**config.mk**
```make
export PLATFORM = sky130hd
export DESIGN_NAME = circle_ring_overlay
export DESIGN_NICKNAME = d
export VERILOG_FILES = /design/src/hw/rtl/cro_pkg.sv /design/src/hw/rtl/circle_ring_overlay.sv
export SDC_FILE = /design/constraint.sdc
export NUM_CORES = 2
export LEC_CHECK = 0
export ABC_AREA = 1
export BUFFER_PORTS_ARGS = -buffer_cell sky130_fd_sc_hd__buf_2
export CAP_MARGIN = 25
export CELL_PAD_IN_SITES_DETAIL_PLACEMENT = 0
export CELL_PAD_IN_SITES_GLOBAL_PLACEMENT = 1
export CORE_ASPECT_RATIO = 1.25
export CORE_MARGIN = 2
export CORE_UTILIZATION = 49
export CTS_CLUSTER_DIAMETER = 80
export DETAILED_ROUTE_END_ITERATION = 12
export PLACE_DENSITY = 0.91
export SLEW_MARGIN = 10
export SYNTH_ARGS = -nofsm -noshare
export SYNTH_HDL_FRONTEND = slang
export SYNTH_SLANG_ARGS = --single-unit
```
**constraint.sdc**
```tcl
create_clock -name clk -period 5.75 [get_ports clk]
set_input_delay 0.8625 -clock clk [delete_from_list [all_inputs] [get_ports clk]]
set_output_delay 0.8625 -clock clk [all_outputs]
set_load 0.03 [all_outputs]
```
**src/hw/rtl/cro_pkg.sv**
```systemverilog
// ----------------------------------------------------------------------------
// cro_pkg
// Shared widths, register indexes and colour helpers for the circle overlay.
// ----------------------------------------------------------------------------
package cro_pkg;

    localparam int COORD_BITS   = 12;
    localparam int COLOR_BITS   = 24;
    localparam int CH_BITS      = 8;
    localparam int CFG_IDX_BITS = 3;

    // dx*dx and friends
    localparam int SQ_BITS  = 2 * COORD_BITS;
    // r + t needs one more bit
    localparam int HI_BITS  = COORD_BITS + 1;
    localparam int HSQ_BITS = 2 * HI_BITS;
    // common width for distance compares
    localparam int CMP_BITS = 2 * COORD_BITS + 3;

    typedef enum logic [CFG_IDX_BITS-1:0] {
        CFG_CENTER_COL  = 3'd0,
        CFG_CENTER_ROW  = 3'd1,
        CFG_RADIUS      = 3'd2,
        CFG_THICKNESS   = 3'd3,
        CFG_FILL_ENABLE = 3'd4,
        CFG_FILL_COLOR  = 3'd5,
        CFG_LINE_COLOR  = 3'd6
    } cfg_idx_t;

    typedef struct packed {
        logic [CH_BITS-1:0] blue;
        logic [CH_BITS-1:0] green;
        logic [CH_BITS-1:0] red;
    } pixel_t;

    function automatic pixel_t unpack_color(input logic [COLOR_BITS-1:0] c);
        pixel_t p;
        p.blue  = c[3*CH_BITS-1:2*CH_BITS];
        p.green = c[2*CH_BITS-1:CH_BITS];
        p.red   = c[CH_BITS-1:0];
        return p;
    endfunction

endpackage

```
**src/hw/rtl/circle_ring_overlay.sv**
```systemverilog
// ----------------------------------------------------------------------------
// circle_ring_overlay
// Draws a circle outline, optionally a filled disc, onto a pixel stream.
// ----------------------------------------------------------------------------
// Usage
//   Pixel channel: a pixel transaction is taken at a rising edge with start
//   high and busy low. busy stays low, so one pixel may enter every cycle.
//   Result channel: done is high for exactly one cycle while out_blue,
//   out_green and out_red carry the result; results leave in input order.
//   Throughput is one pixel per cycle through the four-stage pipeline
//   (offsets, squares, bound sums, compare and colour select).
//   Configuration channel: cfg_valid/cfg_ready with cfg_index and cfg_data;
//   cfg_ready is always high. Index 0..6 selects centre column, centre row,
//   radius, thickness, fill enable, fill colour and line colour; other
//   indexes are ignored. Write only while no pixel is in flight.
//   Reset: rst_n zeroes config and valid registers, emptying the pipeline.
//   The receiver cannot stall; nothing holds results back.
// ----------------------------------------------------------------------------
module circle_ring_overlay (
    input  logic                              clk,
    input  logic                              rst_n,
    input  logic                              cfg_valid,
    output logic                              cfg_ready,
    input  logic [cro_pkg::CFG_IDX_BITS-1:0]  cfg_index,
    input  logic [cro_pkg::COLOR_BITS-1:0]    cfg_data,
    input  logic                              start,
    output logic                              busy,
    input  logic [cro_pkg::COORD_BITS-1:0]    pixel_col,
    input  logic [cro_pkg::COORD_BITS-1:0]    pixel_row,
    input  logic [cro_pkg::CH_BITS-1:0]       in_blue,
    input  logic [cro_pkg::CH_BITS-1:0]       in_green,
    input  logic [cro_pkg::CH_BITS-1:0]       in_red,
    output logic                              done,
    output logic [cro_pkg::CH_BITS-1:0]       out_blue,
    output logic [cro_pkg::CH_BITS-1:0]       out_green,
    output logic [cro_pkg::CH_BITS-1:0]       out_red
);
    import cro_pkg::*;

    // configuration
    logic [COORD_BITS-1:0] center_col_reg;
    logic [COORD_BITS-1:0] center_row_reg;
    logic [COORD_BITS-1:0] radius_reg;
    logic [COORD_BITS-1:0] thickness_reg;
    logic                  fill_enable_reg;
    logic [COLOR_BITS-1:0] fill_color_reg;
    logic [COLOR_BITS-1:0] line_color_reg;

    logic cfg_we;
    logic in_accept;

    // stage 1
    logic                  s1_valid_reg;
    logic [COORD_BITS-1:0] s1_adx_reg,  s1_adx_next;
    logic [COORD_BITS-1:0] s1_ady_reg,  s1_ady_next;
    logic [COORD_BITS-1:0] s1_r_reg;
    logic [HI_BITS-1:0]    s1_hi_reg,   s1_hi_next;
    logic [COORD_BITS-1:0] s1_lo_reg,   s1_lo_next;
    logic                  s1_lo_pos_reg, s1_lo_pos_next;
    pixel_t                s1_pix_reg;

    logic [COORD_BITS:0]   dx;
    logic [COORD_BITS:0]   dy;
    logic [COORD_BITS:0]   lo_diff;

    // stage 2
    logic                  s2_valid_reg;
    logic [SQ_BITS-1:0]    s2_sqx_reg, s2_sqy_reg, s2_rr_reg, s2_ll_reg;
    logic [HSQ_BITS-1:0]   s2_hh_reg;
    logic [COORD_BITS-1:0] s2_r_reg;
    logic [HI_BITS-1:0]    s2_hi_reg;
    logic [COORD_BITS-1:0] s2_lo_reg;
    logic                  s2_lo_pos_reg;
    pixel_t                s2_pix_reg;

    // stage 3
    logic                  s3_valid_reg;
    logic [CMP_BITS-1:0]   s3_d2_reg,      s3_d2_next;
    logic [CMP_BITS-1:0]   s3_fill_bnd_reg, s3_fill_bnd_next;
    logic [CMP_BITS-1:0]   s3_hi_bnd_reg,  s3_hi_bnd_next;
    logic [CMP_BITS-1:0]   s3_lo_bnd_reg,  s3_lo_bnd_next;
    logic                  s3_lo_pos_reg;
    pixel_t                s3_pix_reg;

    // stage 4
    logic                  in_disc;
    logic                  in_band;
    logic                  done_reg;
    pixel_t                out_pix_reg, out_pix_next;

    assign cfg_ready = 1'b1;
    assign busy      = 1'b0;
    assign cfg_we    = cfg_valid && cfg_ready;
    assign in_accept = start && !busy;

    always_ff @(posedge clk or negedge rst_n)
    begin
        if (!rst_n)
        begin
            center_col_reg  <= '0;
            center_row_reg  <= '0;
            radius_reg      <= '0;
            thickness_reg   <= '0;
            fill_enable_reg <= 1'b0;
            fill_color_reg  <= '0;
            line_color_reg  <= '0;
        end
        else if (cfg_we)
        begin
            unique case (cfg_idx_t'(cfg_index))
                CFG_CENTER_COL:  center_col_reg  <= cfg_data[COORD_BITS-1:0];
                CFG_CENTER_ROW:  center_row_reg  <= cfg_data[COORD_BITS-1:0];
                CFG_RADIUS:      radius_reg      <= cfg_data[COORD_BITS-1:0];
                CFG_THICKNESS:   thickness_reg   <= cfg_data[COORD_BITS-1:0];
                CFG_FILL_ENABLE: fill_enable_reg <= cfg_data[0];
                CFG_FILL_COLOR:  fill_color_reg  <= cfg_data;
                CFG_LINE_COLOR:  line_color_reg  <= cfg_data;
                default: ;
            endcase
        end
    end

    // stage 1: offsets and band limits
    always_comb
    begin
        dx          = {1'b0, pixel_col} - {1'b0, center_col_reg};
        dy          = {1'b0, pixel_row} - {1'b0, center_row_reg};
        s1_adx_next = dx[COORD_BITS] ? COORD_BITS'(-dx) : dx[COORD_BITS-1:0];
        s1_ady_next = dy[COORD_BITS] ? COORD_BITS'(-dy) : dy[COORD_BITS-1:0];
        s1_hi_next  = {1'b0, radius_reg} + {1'b0, thickness_reg};
        lo_diff     = {1'b0, radius_reg} - {1'b0, thickness_reg};
        s1_lo_next  = lo_diff[COORD_BITS-1:0];
        // inner bound of zero or below always passes
        s1_lo_pos_next = !lo_diff[COORD_BITS] && (lo_diff != '0);
    end

    // stage 3: d2 and exact rounding bounds
    always_comb
    begin
        s3_d2_next       = CMP_BITS'(s2_sqx_reg) + CMP_BITS'(s2_sqy_reg);
        s3_fill_bnd_next = CMP_BITS'(s2_rr_reg) + CMP_BITS'(s2_r_reg);
        s3_hi_bnd_next   = CMP_BITS'(s2_hh_reg) + CMP_BITS'(s2_hi_reg);
        s3_lo_bnd_next   = CMP_BITS'(s2_ll_reg) - CMP_BITS'(s2_lo_reg) + CMP_BITS'(1);
    end

    // stage 4: compare and select
    always_comb
    begin
        in_disc = fill_enable_reg && (s3_d2_reg <= s3_fill_bnd_reg);
        in_band = (!s3_lo_pos_reg || (s3_d2_reg >= s3_lo_bnd_reg))
                  && (s3_d2_reg <= s3_hi_bnd_reg);
        if (in_disc)
            out_pix_next = unpack_color(fill_color_reg);
        else if (in_band)
            out_pix_next = unpack_color(line_color_reg);
        else
            out_pix_next = s3_pix_reg;
    end

    always_ff @(posedge clk or negedge rst_n)
    begin
        if (!rst_n)
        begin
            s1_valid_reg <= 1'b0;
            s2_valid_reg <= 1'b0;
            s3_valid_reg <= 1'b0;
            done_reg     <= 1'b0;
        end
        else
        begin
            s1_valid_reg <= in_accept;
            s2_valid_reg <= s1_valid_reg;
            s3_valid_reg <= s2_valid_reg;
            done_reg     <= s3_valid_reg;
        end
    end

    always_ff @(posedge clk)
    begin
        s1_adx_reg    <= s1_adx_next;
        s1_ady_reg    <= s1_ady_next;
        s1_r_reg      <= radius_reg;
        s1_hi_reg     <= s1_hi_next;
        s1_lo_reg     <= s1_lo_next;
        s1_lo_pos_reg <= s1_lo_pos_next;
        s1_pix_reg    <= '{blue: in_blue, green: in_green, red: in_red};

        s2_sqx_reg    <= SQ_BITS'(s1_adx_reg) * SQ_BITS'(s1_adx_reg);
        s2_sqy_reg    <= SQ_BITS'(s1_ady_reg) * SQ_BITS'(s1_ady_reg);
        s2_rr_reg     <= SQ_BITS'(s1_r_reg) * SQ_BITS'(s1_r_reg);
        s2_ll_reg     <= SQ_BITS'(s1_lo_reg) * SQ_BITS'(s1_lo_reg);
        s2_hh_reg     <= HSQ_BITS'(s1_hi_reg) * HSQ_BITS'(s1_hi_reg);
        s2_r_reg      <= s1_r_reg;
        s2_hi_reg     <= s1_hi_reg;
        s2_lo_reg     <= s1_lo_reg;
        s2_lo_pos_reg <= s1_lo_pos_reg;
        s2_pix_reg    <= s1_pix_reg;

        s3_d2_reg       <= s3_d2_next;
        s3_fill_bnd_reg <= s3_fill_bnd_next;
        s3_hi_bnd_reg   <= s3_hi_bnd_next;
        s3_lo_bnd_reg   <= s3_lo_bnd_next;
        s3_lo_pos_reg   <= s2_lo_pos_reg;
        s3_pix_reg      <= s2_pix_reg;

        out_pix_reg   <= out_pix_next;
    end

    assign done      = done_reg;
    assign out_blue  = out_pix_reg.blue;
    assign out_green = out_pix_reg.green;
    assign out_red   = out_pix_reg.red;

    // checks
    a_latency: assert property (@(posedge clk) disable iff (!rst_n)
        in_accept |-> ##4 done)
        else $error("pixel transaction not delivered after four cycles");

    a_no_spurious: assert property (@(posedge clk) disable iff (!rst_n)
        done |-> $past(s3_valid_reg))
        else $error("result strobe without a pixel in flight");

    a_fill_wins: assert property (@(posedge clk) disable iff (!rst_n)
        s3_valid_reg && in_disc |=> out_pix_reg == unpack_color(fill_color_reg))
        else $error("disc interior not given fill colour");

    a_pass_through: assert property (@(posedge clk) disable iff (!rst_n)
        s3_valid_reg && !in_disc && !in_band |=> out_pix_reg == $past(s3_pix_reg))
        else $error("pixel outside the circle was altered");

endmodule
```
==> metrics.yaml <==
outcome:
  status: "finished clean"
sta:
  setup_tns_ps: 0
  finalCriticalPeriod_ps: 5230
  worstMarginPinSlew_ps: 841
  final_max_slew_viol_count: 0
  fin_crit_sh_pct: 91.0
  skew_ps: 54.0
  finalHoldViolCount: 0
  rsz0062_at_grt: "no"
  slew_headroom_pct: 43.8
  setup_viol: 0
  max_freq_mhz: 191
critical_path:
  cpPeakStageDelay_ps: 760
  crit_fanout: 15
  cp_cell_sequence: "nand2_1 > fa_1 > inv_1 > fa_1 > inv_1 > fa_1 > inv_1 > fa_1 > inv_1 > fa_1 > inv_1 > ha_1 > nand2_1 > nor4_1 > nand4_1 > nand3_1 > xor2_1"
  cp_data_arrival_time_ps: 5760
  required_ps: 6280
  crit_type: "reg2reg"
  cp-start-kind: "flip-flop"
  cp-end-kind: "flip-flop"
  slowest_stage: "dfxtp_1"
drt:
  drc: 0
  post_drt_wl_per_cell_um: 15.0
  routed_wl_mm: 96.7
  vias: 31900
  ant_nets: 0
  vias_per_cell: 4.96
  drt_iter0_drc: 1565
  drtPass1Iterations: 7
logic_synthesis:
  ys.flop_type: "dfxtp_1"
  avgSynthCellArea_sq_um: 8.13
  syn_nets: 6165
  synth_edf_count: 0
  netlist_instances: 5190
  yosysTopAreaCell: "fa_1"
  yosysWarnings: 0
  synth_seq_cells: 509
  ys_types: 56
  syn_area_sq_um: 42200
  synth_area_leaders: "fa_1 20%, dfxtp_1 19%, ha_1 14%"
  synthArstFlopShare_pct: 19.8
  synth_top_area_share_pct: 19.7
  yosysSeqAreaShare_pct: 25.3
global_route:
  grt_pass1_vias: 33400
  grt_pass1_wl_mm: 161
  antenna_found_initial: 0
  grt_overflow_total: 0
  grt_max_degree: 52
  track_usage_pct: 22.5
clocking:
  holdBufCountCts: 0
  cts_htree_levels: 2
  insertion_delay_ps: 650
  cts_buffers: 55
  cts_setup_buffers: 0
  cts_buffer_depth: 3
  post_cts_resized: 0
  cts_root_buffer: "clkbuf_16"
  tritoncts: "done"
  clk_pin_slew_ps: 60
  clock_sinks: 509
placed_design:
  io_buffers: 103
  globalplace.congestion: 0.907
  dp_hpwl_mm: 79.1
final_layout:
  largest_register_ffs: 26
  seq_area_sq_um: 10700
  multi_input_area_sq_um: 26200
  n_antenna_cell: 0
  syn2layout_area_growth_pct: 8.59
  fin_util_pct: 53.6
  num-nets-final: 6260
  nFillCells: 7913
  drive_above_1_share_pct: 5.65
floorplan:
  fp.dieH_um: 332
  num_io_pins: 106
  initial_utilization_pct: 49.4
  fp.coreArea_sq_um: 85400
  dieArea_sq_um: 88500
  rows: 120
  die_x_um: 266
worst_hold_path:
  hp-class: "in2async"
job:
  max_cap_violations: 0
## metal layers
layer	share of wire (%)	vias up	track usage (%)
li1	-	15900	-
met5	0	-	0
met1	41	15200	26.9
met2	51	614	41.6
met3	4.0	183	2.40
met4	3.5	0	7.53
## area by class of cell
type	count	area share [%]
inverter	1297	10.6
clock inverter	33	0.789
tap	1098	3.00
timing repair buffer	141	1.75
sequential	509	23.3
clock buffer	71	3.38
multi-input combinational	3281	57.1
## Yosys cell counts, types with 10 or more instances
cell,count
o21ai_1,21
o21ai_0,178
a31oi_1,16
a21oi_1,200
fa_1,416
inv_1,1292
ha_1,480
dfxtp_1,408
clkbuf_1,87
nand4_1,45
a211oi_1,12
nor4_1,15
o21bai_1,24
nand2_2,17
or2_2,10
nor3_1,33
dfrtp_1,101
nand3_1,137
nand2_1,1067
xnor2_1,90
nor2_1,236
a21o_1,26
nand3b_1,33
xor2_1,158
## final timing paths
| kind | end | slack (ps) | start | cells after the start |
|---|---|---|---|---|
| max | s2_hh_reg[22] | 520 | s1_hi_reg[6] | 17 |
| min | fill_color_reg[21] | 250 | rst_n | 1 |
| max reg2reg | s2_hh_reg[22] | 520 | s1_hi_reg[6] | 17 |
| min reg2reg | s2_pix_reg[0] | 290 | s1_pix_reg[0] | 0 |
| max in group asynchronous | center_col_reg[5] | 4340 | rst_n | 2 |
| min in group clk | s2_pix_reg[0] | 290 | s1_pix_reg[0] | 0 |
## cells in the final DEF (no fill, tap or decap), types with 21 or more instances in the layout
cell	synthesis	final
inv_1	1292	1292
nand2_1	1067	1067
ha_1	480	480
fa_1	416	416
dfxtp_1	408	408
nor2_1	236	236
a21oi_1	200	200
o21ai_0	178	178
xor2_1	158	158
nand3_1	137	137
buf_2	2	102
dfrtp_1	101	101
xnor2_1	90	90
clkbuf_16	0	56
nand4_1	45	45
buf_4	7	39
nor3_1	33	33
nand3b_1	33	33
a21o_1	26	26
o21bai_1	24	24
o21ai_1	21	21
## cell families (layout without fill, tap and decap cells)
| logic type | count (synthesis) | count (layout) | synth area share [%] |
|---|---|---|---|
| AND/OR/NAND/NOR | 1606 | 1606 | 15.8 |
| buffers and inverters | 1400 | 1542 | 12.6 |
| adder cells (fa/ha/maj) | 896 | 896 | 34.0 |
| AO/OA/AOI/OAI | 526 | 526 | 7.03 |
| flip-flops | 509 | 509 | 25.3 |
| XOR/XNOR | 250 | 250 | 5.22 |
| other | 2 | 2 | 0.0178 |
| multiplexers | 1 | 1 | 0.0267 |
## critical path: cells and delay by family, from the launching register on
kind / cells / cell delay [ps]
buf+inv: 5 / 230
xor+xnor: 1 / 160
simple gates: 5 / 1150
flops: 1 / 760
fa+ha+maj: 6 / 2840
## stage by stage
stage	instances	instance area, sq um	worst slack [ps]	hold WS (ps)
2_1_floorplan	5190	42200	858	310
3_3_place_gp	6326	43900	600	310
3_5_place_dp	6326	43900	512	312
4_1_cts	6430	45800	528	240
5_1_grt	6430	45800	218	284
6_report	6430	45800	520	252
Power is not shown: default switching activity piles up to over one toggle a cycle in this logic, so the estimate is an artifact.
